--- src/rtl/core/ssl_pkg.sv ---
package ssl_pkg;

    // width of a stored segment id magnitude
    localparam int KEY_W = 15;
    // width of the signed segment id on the port
    localparam int ID_W = 16;
    // width of the suppression nesting depth
    localparam int DEPTH_W = 8;
    localparam logic [DEPTH_W-1:0] DEPTH_MAX = 8'd255;

    // default list capacity
    localparam int LIST_SIZE_DEF = 16;

    // command modes
    localparam logic [1:0] MODE_ADD    = 2'd0;
    localparam logic [1:0] MODE_REMOVE = 2'd1;
    localparam logic [1:0] MODE_QUERY  = 2'd2;
    localparam logic [1:0] MODE_FILTER = 2'd3;

    // decoded command held for the sequencer
    typedef struct packed {
        logic [1:0]       mode;
        logic [KEY_W-1:0] key;
        logic             valid;
    } t_cmd;

    // sequencer status back to the top level
    typedef struct packed {
        logic done;
        logic found;
        logic full;
    } t_scan_res;

endpackage

--- src/rtl/core/segment_suppress_list.sv ---
// channel   | ports                                  | transfer
// ----------+----------------------------------------+-------------------------------
// command   | start, busy, i_mode, i_seg_id,         | edge with start high, busy low
//           | i_is_mark                              |
// result    | o_strobe, o_in_list, o_draw_enabled,   | edge ending the o_strobe cycle
//           | o_list_full                            |
//
// An unusable id or an empty list skips the search; else the entries are read one a
// cycle through the single read port until a hit or the end of the list, and a
// remove that hits then moves each entry behind the hit down by one place.
// busy is high from the transfer until the strobe cycle.
// Reset is synchronous, active low; it empties the list and clears the depth.
// The result receiver cannot stall: each result is flagged by o_strobe for one cycle only.
module segment_suppress_list
    import ssl_pkg::*;
#(
    parameter int LIST_SIZE = LIST_SIZE_DEF
) (
    input  logic                   i_clk,
    input  logic                   i_rst_n,
    input  logic                   start,
    output logic                   busy,
    input  logic [1:0]             i_mode,
    input  logic signed [ID_W-1:0] i_seg_id,
    input  logic                   i_is_mark,
    output logic                   o_strobe,
    output logic                   o_in_list,
    output logic                   o_draw_enabled,
    output logic                   o_list_full
);

    logic               accept;
    logic [ID_W-1:0]    mag;
    logic               id_neg;
    t_cmd               cmd;
    t_cmd               r_cmd;
    logic               r_neg;
    logic               r_mark;
    logic               r_busy, n_busy;
    logic               r_go;
    logic [DEPTH_W-1:0] r_depth, n_depth;
    logic               r_strobe;
    logic               r_in_list;
    logic               r_draw, n_draw;
    logic               r_full;
    t_scan_res          res;

    assign accept = start && !r_busy;

    // magnitude of the id; zero and the most negative value are no key
    assign id_neg    = i_seg_id[ID_W-1];
    assign mag       = id_neg ? (~i_seg_id + 1'b1) : i_seg_id;
    assign cmd.mode  = i_mode;
    assign cmd.key   = mag[KEY_W-1:0];
    assign cmd.valid = (mag != '0) && !mag[ID_W-1];

    ssl_seq #(
        .LIST_SIZE (LIST_SIZE)
    ) u_seq (
        .i_clk   (i_clk),
        .i_rst_n (i_rst_n),
        .i_go    (r_go),
        .i_cmd   (r_cmd),
        .o_res   (res)
    );

    // suppression depth and drawing state at the end of the search
    always_comb begin
        n_busy  = r_busy;
        n_depth = r_depth;
        n_draw  = (r_depth == '0);
        if (accept) begin
            n_busy = 1'b1;
        end
        if (res.done) begin
            n_busy = 1'b0;
            if ((r_cmd.mode == MODE_FILTER) && r_mark && res.found) begin
                if (!r_neg) begin
                    n_draw = 1'b0;
                    if (r_depth != DEPTH_MAX) begin
                        n_depth = r_depth + 1'b1;
                    end
                end else if (r_depth != '0) begin
                    n_depth = r_depth - 1'b1;
                end
            end
        end
    end

    // control registers
    always_ff @(posedge i_clk) begin
        if (!i_rst_n) begin
            r_busy   <= 1'b0;
            r_go     <= 1'b0;
            r_depth  <= '0;
            r_strobe <= 1'b0;
        end else begin
            r_busy   <= n_busy;
            r_go     <= accept;
            r_depth  <= n_depth;
            r_strobe <= res.done;
        end
    end

    // command capture
    always_ff @(posedge i_clk) begin
        if (accept) begin
            r_cmd  <= cmd;
            r_neg  <= id_neg;
            r_mark <= i_is_mark;
        end
    end

    // result registers
    always_ff @(posedge i_clk) begin
        if (res.done) begin
            r_in_list <= res.found;
            r_draw    <= n_draw;
            r_full    <= res.full;
        end
    end

    assign busy           = r_busy;
    assign o_strobe       = r_strobe;
    assign o_in_list      = r_in_list;
    assign o_draw_enabled = r_draw;
    assign o_list_full    = r_full;

    // a result never shows while the block still claims to be busy
    a_strobe_not_busy: assert property (@(posedge i_clk) disable iff (!i_rst_n)
        o_strobe |-> !busy)
        else $error("result strobe while busy");

    // a command transfer always makes the block busy
    a_accept_busy: assert property (@(posedge i_clk) disable iff (!i_rst_n)
        (start && !busy) |=> busy)
        else $error("command taken but block not busy");

    // a full list is only reported for an id that was not found
    a_full_not_found: assert property (@(posedge i_clk) disable iff (!i_rst_n)
        (o_strobe && o_list_full) |-> !o_in_list)
        else $error("list full reported for a listed id");

    // one strobe per command: no two strobes back to back
    a_single_strobe: assert property (@(posedge i_clk) disable iff (!i_rst_n)
        o_strobe |=> !o_strobe)
        else $error("result strobe repeated");

endmodule

--- src/rtl/core/ssl_mem.sv ---
module ssl_mem
    import ssl_pkg::*;
#(
    parameter int LIST_SIZE = LIST_SIZE_DEF,
    parameter int IW = (LIST_SIZE > 1) ? $clog2(LIST_SIZE) : 1
) (
    input  logic             i_clk,
    input  logic             i_wr_en,
    input  logic [IW-1:0]    i_wr_addr,
    input  logic [KEY_W-1:0] i_wr_data,
    input  logic             i_rd_en,
    input  logic [IW-1:0]    i_rd_addr,
    output logic [KEY_W-1:0] o_rd_data
);

    logic [KEY_W-1:0] r_mem [LIST_SIZE];
    logic [KEY_W-1:0] r_rd_data;

    // write port
    always_ff @(posedge i_clk) begin
        if (i_wr_en) begin
            r_mem[i_wr_addr] <= i_wr_data;
        end
    end

    // registered read port
    always_ff @(posedge i_clk) begin
        if (i_rd_en) begin
            r_rd_data <= r_mem[i_rd_addr];
        end
    end

    assign o_rd_data = r_rd_data;

endmodule

--- src/rtl/core/ssl_seq.sv ---
module ssl_seq
    import ssl_pkg::*;
#(
    parameter int LIST_SIZE = LIST_SIZE_DEF
) (
    input  logic      i_clk,
    input  logic      i_rst_n,
    input  logic      i_go,
    input  t_cmd      i_cmd,
    output t_scan_res o_res
);

    localparam int IW = (LIST_SIZE > 1) ? $clog2(LIST_SIZE) : 1;
    localparam int CW = $clog2(LIST_SIZE + 1);
    localparam logic [CW-1:0] CNT_MAX = CW'(LIST_SIZE);

    localparam logic [1:0] S_IDLE   = 2'd0;
    localparam logic [1:0] S_SCAN   = 2'd1;
    localparam logic [1:0] S_SHIFT  = 2'd2;
    localparam logic [1:0] S_FINISH = 2'd3;

    logic [1:0]       r_state, n_state;
    logic [CW-1:0]    r_count, n_count;
    logic [CW-1:0]    r_addr, n_addr;
    logic             r_chk, n_chk;
    logic [CW-1:0]    r_chk_idx, n_chk_idx;
    logic             r_found, n_found;

    logic             rd_en;
    logic [IW-1:0]    rd_addr;
    logic [KEY_W-1:0] rd_data;
    logic             wr_en;
    logic [IW-1:0]    wr_addr;
    logic [KEY_W-1:0] wr_data;
    logic [CW-1:0]    wr_idx;
    logic             issue;
    logic             hit;

    ssl_mem #(
        .LIST_SIZE (LIST_SIZE),
        .IW        (IW)
    ) u_mem (
        .i_clk     (i_clk),
        .i_wr_en   (wr_en),
        .i_wr_addr (wr_addr),
        .i_wr_data (wr_data),
        .i_rd_en   (rd_en),
        .i_rd_addr (rd_addr),
        .o_rd_data (rd_data)
    );

    // sequencer: search one entry a cycle, then compaction or append
    always_comb begin
        n_state   = r_state;
        n_count   = r_count;
        n_addr    = r_addr;
        n_chk     = 1'b0;
        n_chk_idx = r_addr;
        n_found   = r_found;
        rd_en     = 1'b0;
        rd_addr   = r_addr[IW-1:0];
        wr_en     = 1'b0;
        wr_idx    = r_chk_idx - 1'b1;
        wr_data   = rd_data;
        issue     = 1'b0;
        hit       = 1'b0;
        o_res     = '0;
        case (r_state)
            S_IDLE: begin
                if (i_go) begin
                    n_found = 1'b0;
                    n_addr  = '0;
                    if (i_cmd.valid && (r_count != '0)) begin
                        n_state = S_SCAN;
                    end else begin
                        n_state = S_FINISH;
                    end
                end
            end
            S_SCAN: begin
                hit   = r_chk && (rd_data == i_cmd.key);
                issue = (r_addr < r_count) && !hit;
                rd_en = issue;
                n_chk = issue;
                if (issue) begin
                    n_addr = r_addr + 1'b1;
                end
                if (hit) begin
                    n_found = 1'b1;
                    if (i_cmd.mode == MODE_REMOVE) begin
                        n_addr  = r_chk_idx + 1'b1;
                        n_chk   = 1'b0;
                        n_state = S_SHIFT;
                    end else begin
                        n_state = S_FINISH;
                    end
                end else if (!issue && !r_chk) begin
                    n_state = S_FINISH;
                end
            end
            S_SHIFT: begin
                // read entry k while entry k-1, read before, is written into entry k-2
                issue = (r_addr < r_count);
                rd_en = issue;
                n_chk = issue;
                if (issue) begin
                    n_addr = r_addr + 1'b1;
                end
                wr_en = r_chk;
                if (!issue && !r_chk) begin
                    n_state = S_FINISH;
                end
            end
            S_FINISH: begin
                o_res.done  = 1'b1;
                o_res.found = r_found;
                n_state     = S_IDLE;
                if (i_cmd.valid && (i_cmd.mode == MODE_ADD) && !r_found) begin
                    if (r_count < CNT_MAX) begin
                        wr_en   = 1'b1;
                        wr_idx  = r_count;
                        wr_data = i_cmd.key;
                        n_count = r_count + 1'b1;
                    end else begin
                        o_res.full = 1'b1;
                    end
                end
                if ((i_cmd.mode == MODE_REMOVE) && r_found) begin
                    n_count = r_count - 1'b1;
                end
            end
            default: begin
                n_state = S_IDLE;
            end
        endcase
        wr_addr = wr_idx[IW-1:0];
    end

    // control registers
    always_ff @(posedge i_clk) begin
        if (!i_rst_n) begin
            r_state <= S_IDLE;
            r_count <= '0;
            r_chk   <= 1'b0;
        end else begin
            r_state <= n_state;
            r_count <= n_count;
            r_chk   <= n_chk;
        end
    end

    // scan bookkeeping
    always_ff @(posedge i_clk) begin
        r_addr    <= n_addr;
        r_chk_idx <= n_chk_idx;
        r_found   <= n_found;
    end

endmodule
--- config.mk ---
export PLATFORM = sky130hd
export DESIGN_NAME = segment_suppress_list
export DESIGN_NICKNAME = d
export VERILOG_FILES = /design/src/rtl/core/ssl_pkg.sv /design/src/rtl/core/segment_suppress_list.sv /design/src/rtl/core/ssl_mem.sv /design/src/rtl/core/ssl_seq.sv
export SDC_FILE = /design/constraint.sdc
export NUM_CORES = 1
export LEC_CHECK = 0
export BUFFER_PORTS_ARGS = -buffer_cell sky130_fd_sc_hd__clkbuf_2
export CORE_MARGIN = 4
export CORE_UTILIZATION = 44
export CTS_CLUSTER_DIAMETER = 50
export DETAILED_ROUTE_END_ITERATION = 12
export PLACE_DENSITY = 0.7
export SYNTH_ARGS = -nofsm -noshare
export SYNTH_HDL_FRONTEND = slang
export SYNTH_SLANG_ARGS = --single-unit
--- constraint.sdc ---
create_clock -name i_clk -period 3.44 [get_ports i_clk]
set_input_delay 0.172 -clock i_clk [delete_from_list [all_inputs] [get_ports i_clk]]
set_output_delay 0.172 -clock i_clk [all_outputs]
set_load 0.005 [all_outputs]
==> results of run 1 <==
## per-stage QoR
stage,utilization [%],cells,total power (W),hold WS (ns)
after floorplan,-,794,0.00670,0.271
after global placement,47.4,1212,0.00765,0.354
after detailed placement,47.4,1212,0.00769,0.353
after CTS,51.6,1282,0.0114,0.0130
after global routing,51.6,1282,0.0118,0.0218
final,51.6,1282,0.0113,0.0350
## cell families after synthesis
kind of cell / synth area share (%)
AND/OR/NAND/NOR: 7.42
XOR/XNOR: 2.98
multiplexers: 13.3
adder cells (fa/ha/maj): 2.39
AO/OA/AOI/OAI: 4.28
flip-flops: 68.2
buffers and inverters: 1.47
## per-layer routing
layer,global-route usage [%],routed length [um],up-vias
met5,0,0,-
met4,6.15,1030,0
met3,4.11,2430,56
met2,27.1,13300,294
met1,24.3,11800,3648
li1,-,-,3282
## path summary, 6_finish.rpt
| path | start | slack (ns) | depth (start not counted) | end |
|---|---|---|---|---|
| max | u_seq.r_state[1]$_SDFFE_PN0P_ | 0.36 | 7 | u_seq.u_mem.r_mem[5][6]$_DFFE_PP_ |
| min | i_seg_id[11] | 0.04 | 2 | r_cmd[12]$_DFFE_PP_ |
| max reg2reg | u_seq.r_state[1]$_SDFFE_PN0P_ | 0.36 | 7 | u_seq.u_mem.r_mem[5][6]$_DFFE_PP_ |
| min reg2reg | r_depth[4]$_SDFFE_PN0P_ | 0.50 | 2 | r_depth[4]$_SDFFE_PN0P_ |
## placed cells by master (no fill, tap or decap), types with 4 or more instances in the layout
cell           instances
and3_1                 4
o21ai_0               17
or3_1                  7
o211ai_1               6
inv_6                  5
ha_1                  22
nor2b_1                5
mux4_2                75
nand2_1               71
clkbuf_1               5
clkbuf_16             38
nor2_1                34
clkinv_2               5
nand4_1                6
nor4_1                 6
clkinv_1               5
inv_1                 22
mux2i_1                7
clkinvlp_4             4
nand2b_1               8
buf_4                 26
nor2_2                 8
a21boi_0               4
nor3_1                15
dlygate4sd3_1          6
edfxtp_1             284
a21oi_1               15
o21a_1                 4
nor3_2                 8
a21o_1                 4
nand3_1               12
xor2_1                 5
or4_1                  5
clkbuf_2              26
dfxtp_1               24
xnor2_1               40
## sequential cells by signal (all words and copies together) (netlist names)
name                   count
u_seq.r_count              5
u_seq.n_chk_idx            5
r_neg                      1
u_seq.r_chk                1
busy                       1
o_in_list                  1
r_cmd                     18
o_list_full                1
o_draw_enabled             1
u_seq.r_found              1
u_seq.u_mem.o_rd_data     15
r_go                       1
r_mark                     1
r_depth                    8
u_seq.u_mem.r_mem        240
o_strobe                   1
u_seq.r_chk_idx            5
u_seq.r_state              2
## final cells by class
type | count | area, sq um
Sequential cell | 308 | 9010
Multi-Input combinational cell | 436 | 4080
Fill cell | 2373 | 14400
Inverter | 23 | 86.3
Clock buffer | 43 | 970
Timing Repair Buffer | 61 | 445
Clock inverter | 21 | 204
Tap cell | 390 | 488
## power by group through the flow
stage	clock network [W]	registers, W	logic, W
floorplan	0	0.00463	0.00207
global placement	0	0.00470	0.00295
detailed placement	0	0.00470	0.00299
CTS	0.00378	0.00463	0.00303
global route	0.00395	0.00464	0.00324
finish	0.00370	0.00463	0.00300
## what timing repair did
item / CTS / global route
hold endpoints to repair: 7 / 0
hold buffers: 6 / 0
endpoints found under the setup margin: 0 / 0
==> results_dict.tcl, run 1 <==
set metrics [dict create \
    grt_pass1_wl_mm 43.5 \
    crit_type "reg2reg" \
    p_seq_share_pct 40.8 \
    netSwitchingFraction_pct 29.1 \
    io_buffers 26 \
    p_switching_w 0.00330 \
    root_buffer "clkbuf_16" \
    cts-buffers-inserted 36 \
    antenna_found_initial 0 \
    grt-ovfl-total 0 \
    cts_tree "built" \
    slew_viol_final 0 \
    die_x_um 181 \
    cts_buffer_depth 3 \
    finalNetCount 912 \
    placed_area_sq_um 14100 \
    netlist_instances 794 \
    row_count 63 \
    dieHeight_um 181 \
    drive_gt1_share_pct 23.7 \
    crit_arrival_ns 3.32 \
    routabilityCongestion 0.853 \
    critPathMaxStageDelay_ns 0.80 \
    synth-seq-area-share_pct 68.2 \
    dp_slack_ns 0.450 \
    path_clk_slew_ns 0.06 \
    hpwl_mm 18.1 \
    n_antenna_cell 0 \
    htreeDepth 2 \
    fin_skew_ns 0.0199 \
    rsz0062_at_grt "false" \
    period_minus_slack_ns 3.08 \
    required_ns 3.68 \
    ys_async_sr_fraction_pct 0 \
    cts_resized 0 \
    worstMarginPinSlew_ns 1.00 \
    routed_wirelength_mm 28.5 \
    first_iter_violations 764 \
    grt_usage_pct 17.4 \
    powerDensity_nw_per_um2 741 \
    grt_start_max_net_pins 65 \
    core-area_sq_um 29600 \
    synth_top_area_share_pct 64.5 \
    power_frac_comb_pct 26.5 \
    drv_cap 0 \
    path_cells "ha_1 -> nand2b_1 -> nor4_2 -> nor3_1 -> a21oi_1 -> nor3_2 -> buf_4" \
    synth_area_sq_um 13200 \
    final_cell_area_sq_um 15300 \
    clock_latency_ns 0.52 \
    die_area_sq_um 32900 \
    synth_commonest_cells "edfxtp_1 (284), mux4_2 (75), nand2_1 (71)" \
    synth_edf_count 284 \
    finalSetupViolCount 0 \
    netlist_top_cells_area "edfxtp_1 (65%), mux4_2 (13%), dfxtp_1 (3.6%)" \
    drtAntennaViolNets 0 \
    holdCritPathClass "in2reg" \
    synth_cell_types 59 \
    critPathMaxFanout 15 \
    outcome "finished clean" \
    crit_slowest_cell "a21oi_1" \
    vias_per_cell 5.68 \
    worst_slack_ns 0.361 \
    floorplan.initialDensity_pct 44.6 \
    avgSynthCellArea_sq_um 16.6 \
    startpoint_type "register" \
    route.detailed.drc 0 \
    synth_most_common_cell "edfxtp_1" \
    critPathBufInv 1 \
    p_clk_share_pct 32.7 \
    ys_ff_latch 308 \
    synth.net_count 840 \
    power.internal_w 0.00803 \
    ios 27 \
    p_leak_nw 5.03 \
    cts_sinks 308 \
    relSlewSlack_pct 33.0 \
    synthFlopType "edfxtp_1" \
    synth_area_leader_cell "edfxtp_1" \
    period_share_pct 89.5 \
    cp-end-kind "register" \
    synth.yosys.warnings 0 \
    cp_top_family "simple AND/OR/NAND/NOR gates" \
    max_freq_mhz 325 \
    area_growth_syn_to_layout_pct 15.6 \
    first_pass_iters 5 \
    finalHoldViolations 0 \
    vias 7280 \
    routedWlPerCell_um 22.2 \
    post_cts.repair.setup_buffers 0 \
    grt_pass1_vias 7154 \
    setup-tns-final_ns 0 \
    vdd_ir_drop_max_v 0.000353 \
]
Note: power is estimated with default switching activity, not from simulation.
==> run 2: changes to the inputs <==
- SYNTH_HIERARCHICAL: unset -> 1
==> run 2 against run 1 <==
Effect of this change: non-clock buffer count is 8 higher; combinational power shrank 3%; setup slack worse by 0.075 ns; power fell by 3.9%; maximum frequency is 2.4% lower; highest routed layer unchanged; via count shrank 1.6%; sequential power hardly changed; design area is 0.70% lower; register-to-register slack worse by 0.07 ns; global-route usage down 1.2 points; final cell count is 1.2% lower.
==> results_dict.tcl, run 2 <==
set metrics [dict create \
    path_cells "or3b_2 -> nor3_2 -> buf_4 -> mux2i_1 -> nand2_1 -> nor2_1 -> buf_4" \
    timing.hold.ws_ns 0.0190 \
    root_buffer "clkbuf_16" \
    critPathMaxStageDelay_ns 0.58 \
    htreeDepth 1 \
    antenna_found_initial 0 \
    synth-seq-area-share_pct 67.9 \
    holdCritPathClass "in2reg" \
    cts_resized 0 \
    drv_cap 0 \
    slew_viol_final 0 \
    worst_slack_ns 0.286 \
    top_register "u_seq/u_mem/r_mem" \
    critPathMaxFanout 21 \
    netlist_top_cells_area "edfxtp_1 (64%), mux4_2 (7.5%), dfxtp_1 (3.6%)" \
    powerDensity_nw_per_um2 718 \
    required_ns 3.66 \
    cts-buffers-inserted 31 \
    cp-end-kind "register" \
    cp_top_family "simple AND/OR/NAND/NOR gates" \
    netlist_instances 778 \
    clock_latency_ns 0.55 \
    dieHeight_um 182 \
    dpl.cell_count 1201 \
    synth_top_area_share_pct 64.3 \
    synth.yosys.warnings 6 \
    first_pass_iters 5 \
    cts_sinks 308 \
    p_leak_nw 5.02 \
    final_cells 1266 \
    dp_slack_ns 0.424 \
    crit_type "reg2reg" \
    routedWlPerCell_um 21.3 \
    avgSynthCellArea_sq_um 17.1 \
    ys_ff_latch 308 \
    finalHoldViolations 0 \
    core-area_sq_um 29700 \
    routed_wirelength_mm 27.0 \
    drive_gt1_share_pct 21.0 \
    grt_start_max_net_pins 65 \
    synth_area_sq_um 13300 \
    ios 27 \
    grt_pass1_vias 7153 \
    cts_buffer_depth 3 \
    startpoint_type "register" \
    relSlewSlack_pct 30.6 \
    crit_slowest_cell "mux2i_1" \
    synth_most_common_cell "edfxtp_1" \
    floorplan.initialDensity_pct 44.7 \
    period_share_pct 91.7 \
    outcome "finished clean" \
    synth_area_leader_cell "edfxtp_1" \
    drtAntennaViolNets 0 \
    synth.net_count 825 \
    grt-ovfl-total 0 \
    finalNetCount 900 \
    post_cts.repair.setup_buffers 0 \
    synth_commonest_cells "edfxtp_1 (284), mux4_2 (44), xnor2_1 (40)" \
    vias_per_cell 5.66 \
    ys_async_sr_fraction_pct 0 \
    synth_cell_types 63 \
    setup-tns-final_ns 0 \
    area_growth_syn_to_layout_pct 14.4 \
    die_area_sq_um 33000 \
    n_antenna_cell 0 \
    grt_usage_pct 16.2 \
    max_freq_mhz 317 \
    hpwl_mm 18.2 \
    worstMarginPinSlew_ns 1.04 \
    die_x_um 182 \
    synthFlopType "edfxtp_1" \
    fin_skew_ns 0.00967 \
    path_clk_slew_ns 0.06 \
    vias 7162 \
    grt_pass1_wl_mm 41.9 \
    cts_tree "built" \
    synth_edf_count 284 \
    finalSetupViolCount 0 \
    routabilityCongestion 0.789 \
    row_count 63 \
    io_buffers 26 \
    first_iter_violations 609 \
    vdd_ir_drop_max_v 0.000419 \
    layout_commonest_cell "edfxtp_1" \
    crit_arrival_ns 3.38 \
    period_minus_slack_ns 3.15 \
    largest_reg_flops 240 \
    layout_common_cells "edfxtp_1 (284), mux4_2 (44), xnor2_1 (40)" \
    critPathBufInv 2 \
    route.detailed.drc 0 \
    rsz0062_at_grt "false" \
    crit_top_cell "buf_4" \
]
## run 2: cell count changes after synthesis, moves of 5 or more
cell     before  now
a22oi_1       0   30
buf_6         0    5
mux2_2        0   15
mux2i_1       7   12
mux4_1        0   16
mux4_2       75   44
nand2_1      71   31
nor2_1       42   31
nor2b_1       6   11
nor3_1       23   18
nor4_1        7    1
o21ai_0      17    9
## run 2: what timing repair did
| action | CTS | global route |
|---|---|---|
| setup endpoints to repair | 0 | 0 |
| hold buffers | 9 | 0 |
| hold endpoints to repair | 9 | 0 |
## run 2: cells by family (layout without fill, tap and decap cells)
group	Yosys count	after routing	synth area share [%]
adder cells (fa/ha/maj)	25	25	2.47
XOR/XNOR	44	44	2.90
AO/OA/AOI/OAI	103	103	5.56
AND/OR/NAND/NOR	161	161	6.54
multiplexers	87	87	12.8
flip-flops	308	308	67.9
buffers and inverters	50	148	1.82
## run 2: worst paths after layout
kind | cells past startpoint | end | slack, ns | start
min reg2reg | 0 | u_seq/r_chk_idx[4]$_DFF_P_ | 0.46 | u_seq/n_chk_idx[4]$_DFFE_PP_
max | 7 | u_seq/u_mem/r_mem[7][0]$_DFFE_PP_ | 0.29 | r_cmd[16]$_DFFE_PP_
max reg2reg | 7 | u_seq/u_mem/r_mem[7][0]$_DFFE_PP_ | 0.29 | r_cmd[16]$_DFFE_PP_
min | 2 | r_cmd[11]$_DFFE_PP_ | 0.02 | i_seg_id[10]
## run 2: per-layer routing
metal  vias to the layer above  share of wire, %  track usage, %
met5                         -                 0               0
met4                         0               2.1            3.45
met3                        41               6.5            3.79
met2                       200                47            25.5
met1                      3640                45            23.3
li1                       3281                 -               -
## run 2: power breakdown
part           internal (W)  leakage (nW)  switching [W]  total (W)
registers           0.00444          2.76       0.000190    0.00463
logic               0.00127          1.76        0.00163    0.00290
clock network       0.00201         0.505        0.00136    0.00337
## run 2: final cells by class
| type | count | area (sq um) |
|---|---|---|
| Clock inverter | 15 | 190 |
| Tap cell | 390 | 488 |
| Multi-Input combinational cell | 420 | 4060 |
| Clock buffer | 41 | 833 |
| Inverter | 23 | 86.3 |
| Timing Repair Buffer | 69 | 513 |
| Sequential cell | 308 | 9010 |
| Fill cell | 2357 | 14500 |
## run 2: per-stage QoR
step	area [sq um]	util (%)	total power [W]
6_report	15200	51.1	0.0109
3_5_place_dp	14100	47.3	0.00759
3_3_place_gp	14100	47.3	0.00752
2_1_floorplan	13300	-	0.00667
4_1_cts	15200	51.1	0.0110
5_1_grt	15200	51.1	0.0114
## run 2: worst reg2reg max path: stages (launching register included)
cell and delay (ns):
edfxtp_1 0.48, or3b_2 0.55, nor3_2 0.15, buf_4 0.32
mux2i_1 0.59, nand2_1 0.26, nor2_1 0.18, buf_4 0.30
==> run 3: changes to the inputs <==
- CTS_BUF_LIST: unset -> sky130_fd_sc_hd__clkbuf_4 sky130_fd_sc_hd__clkbuf_8 sky130_fd_sc_hd__clkbuf_16
- CTS_CLUSTER_DIAMETER: 50 -> unset
- RECOVER_POWER: unset -> 50
==> run 3 against run 2 <==
Effect of this change: the flow now finishes with violations (max-capacitance violations, max-slew violations); maximum frequency is 0.86% lower; critical path depth is the same; clock power down 3%; setup slack worse by 0.027 ns; sequential share of layout area grew 0.34 points; first-iteration DRC count down 1.1%; sequential cell count unchanged; global-route usage about the same; utilization fell by 0.29 points; sequential power is essentially flat; die area did not move; power down 0.97%; largest cell class unchanged.
==> results_dict.tcl, run 3 (synthesis results as in run 2) <==
set metrics [dict create \
    floorplan.initialDensity_pct 44.7 \
    htreeDepth 1 \
    max_freq_mhz 314 \
    layout_common_cells "edfxtp_1 (284), mux4_2 (44), xnor2_1 (40), nand2_1 (31), nor2_1 (31)" \
    cp-end-kind "register" \
    vias 7172 \
    routabilityCongestion 0.789 \
    vias_per_cell 5.67 \
    hold_buffers 9 \
    first_pass_iters 5 \
    cts_sinks 308 \
    finalNetCount 899 \
    crit_arrival_ns 3.41 \
    area_growth_syn_to_layout_pct 13.7 \
    finalHoldViolations 0 \
    r2r_cells 7 \
    min_path_cells 2 \
    ios 27 \
    final_cells 1265 \
    rsz0062_at_grt "false" \
    die_area_sq_um 33000 \
    r2r-end "u_seq/u_mem/r_mem[5][14]$_DFFE_PP_" \
    outcome "finished with violations" \
    n_antenna_cell 0 \
    top_register "u_seq/u_mem/r_mem" \
    r2r_setup_slack_ns 0.26 \
    p_leak_nw 5.00 \
    startpoint_type "register" \
    row_count 63 \
    grt_start_max_net_pins 65 \
    grt_usage_pct 16.2 \
    crit_type "reg2reg" \
    period_minus_slack_ns 3.18 \
    grt_pass1_vias 7128 \
    core-area_sq_um 29700 \
    worstMarginPinSlew_ns 1.71 \
    io_buffers 26 \
    routed_wirelength_mm 27.0 \
    dieHeight_um 182 \
    r2r-start "r_cmd[16]$_DFFE_PP_" \
    period_share_pct 92.5 \
    required_ns 3.67 \
    hpwl_mm 18.2 \
    route.detailed.drc 0 \
    slew_viol_final 87 \
    violations "max-capacitance violations, max-slew violations" \
    dpl.cell_count 1201 \
    cts_tree "built" \
    powerDensity_nw_per_um2 715 \
    grt_pass1_wl_mm 41.9 \
    antenna_found_initial 0 \
    holdCritPathClass "in2reg" \
    critPathMaxFanout 21 \
    relSlewSlack_pct -13.8 \
    drtAntennaViolNets 0 \
    grt-ovfl-total 0 \
    largest_reg_flops 240 \
    post_cts.repair.setup_buffers 0 \
    holdPathEnd "r_cmd[11]$_DFFE_PP_" \
    routedWlPerCell_um 21.4 \
    fin_skew_ns 0.0191 \
    fill_cells 2377 \
    startpoint "r_cmd[16]$_DFFE_PP_" \
    die_x_um 182 \
    first_iter_violations 602 \
    root_buffer "clkbuf_16" \
    finalSetupViolCount 0 \
    cts_buffer_depth 3 \
    vdd_ir_drop_max_v 0.000431 \
    path_clk_slew_ns 0.06 \
    setup-tns-final_ns 0 \
    cts-buffers-inserted 30 \
    cts_resized 0 \
    hold_start "i_seg_id[10]" \
    drive_gt1_share_pct 18.5 \
    drv_cap 2 \
    clock_latency_ns 0.56 \
    layout_commonest_cell "edfxtp_1" \
]
run 3: worst max-delay path by stage:
stage                                                    end  slack [ns]
final                     u_seq/u_mem/r_mem[5][14]$_DFFE_PP_        0.26
after global routing      u_seq/u_mem/r_mem[11][6]$_DFFE_PP_        0.09
after CTS                  u_seq/u_mem/r_mem[5][1]$_DFFE_PP_        0.37
after detailed placement   u_seq/u_mem/r_mem[7][1]$_DFFE_PP_        0.42
after global placement     u_seq/u_mem/r_mem[7][5]$_DFFE_PP_        0.59
after floorplan           u_seq/u_mem/r_mem[12][0]$_DFFE_PP_        0.08
run 3: report_power, final:
part           switching [W]  internal, W
clock network        0.00133      0.00193
registers           0.000185      0.00444
logic                0.00163      0.00128
total                0.00315      0.00764
run 3: per-layer routing:
layer	share of wire, %	wire length, um	track usage (%)
met4	2.0	528	3.30
met2	47	12800	25.7
met5	0	0	0
met3	7.7	2080	3.89
met1	43	11600	23.2
run 3: worst max-delay path: stages (launching register included):
cell and delay (ns):
edfxtp_1 0.47, or3b_2 0.53, nor3_1 0.21, buf_4 0.34
mux2i_1 0.57, nand2b_1 0.26, nor2_1 0.17, buf_4 0.30
run 3: final cells by class:
cell class                      instances  area, sq um  area share, %
Tap cell                              390          488           3.23
Sequential cell                       308         9010           59.7
Multi-Input combinational cell        420         4030           26.7
Inverter                               23         86.3          0.572
Timing Repair Buffer                   69          485           3.22
Clock inverter                         16          166           1.10
Clock buffer                           39          831           5.51
run 3: metrics by stage:
step	util (%)	total power [W]	setup WS, ns	hold slack (ns)	cell area, sq um
finish	50.8	0.0108	0.259	0.0301	15100
global route	50.8	0.0113	0.0863	0.0308	15100
CTS	51.0	0.0109	0.368	0.0151	15200
floorplan	-	0.00667	0.0827	0.271	13300
detailed placement	47.3	0.00759	0.424	0.359	14100
global placement	47.3	0.00752	0.589	0.354	14100
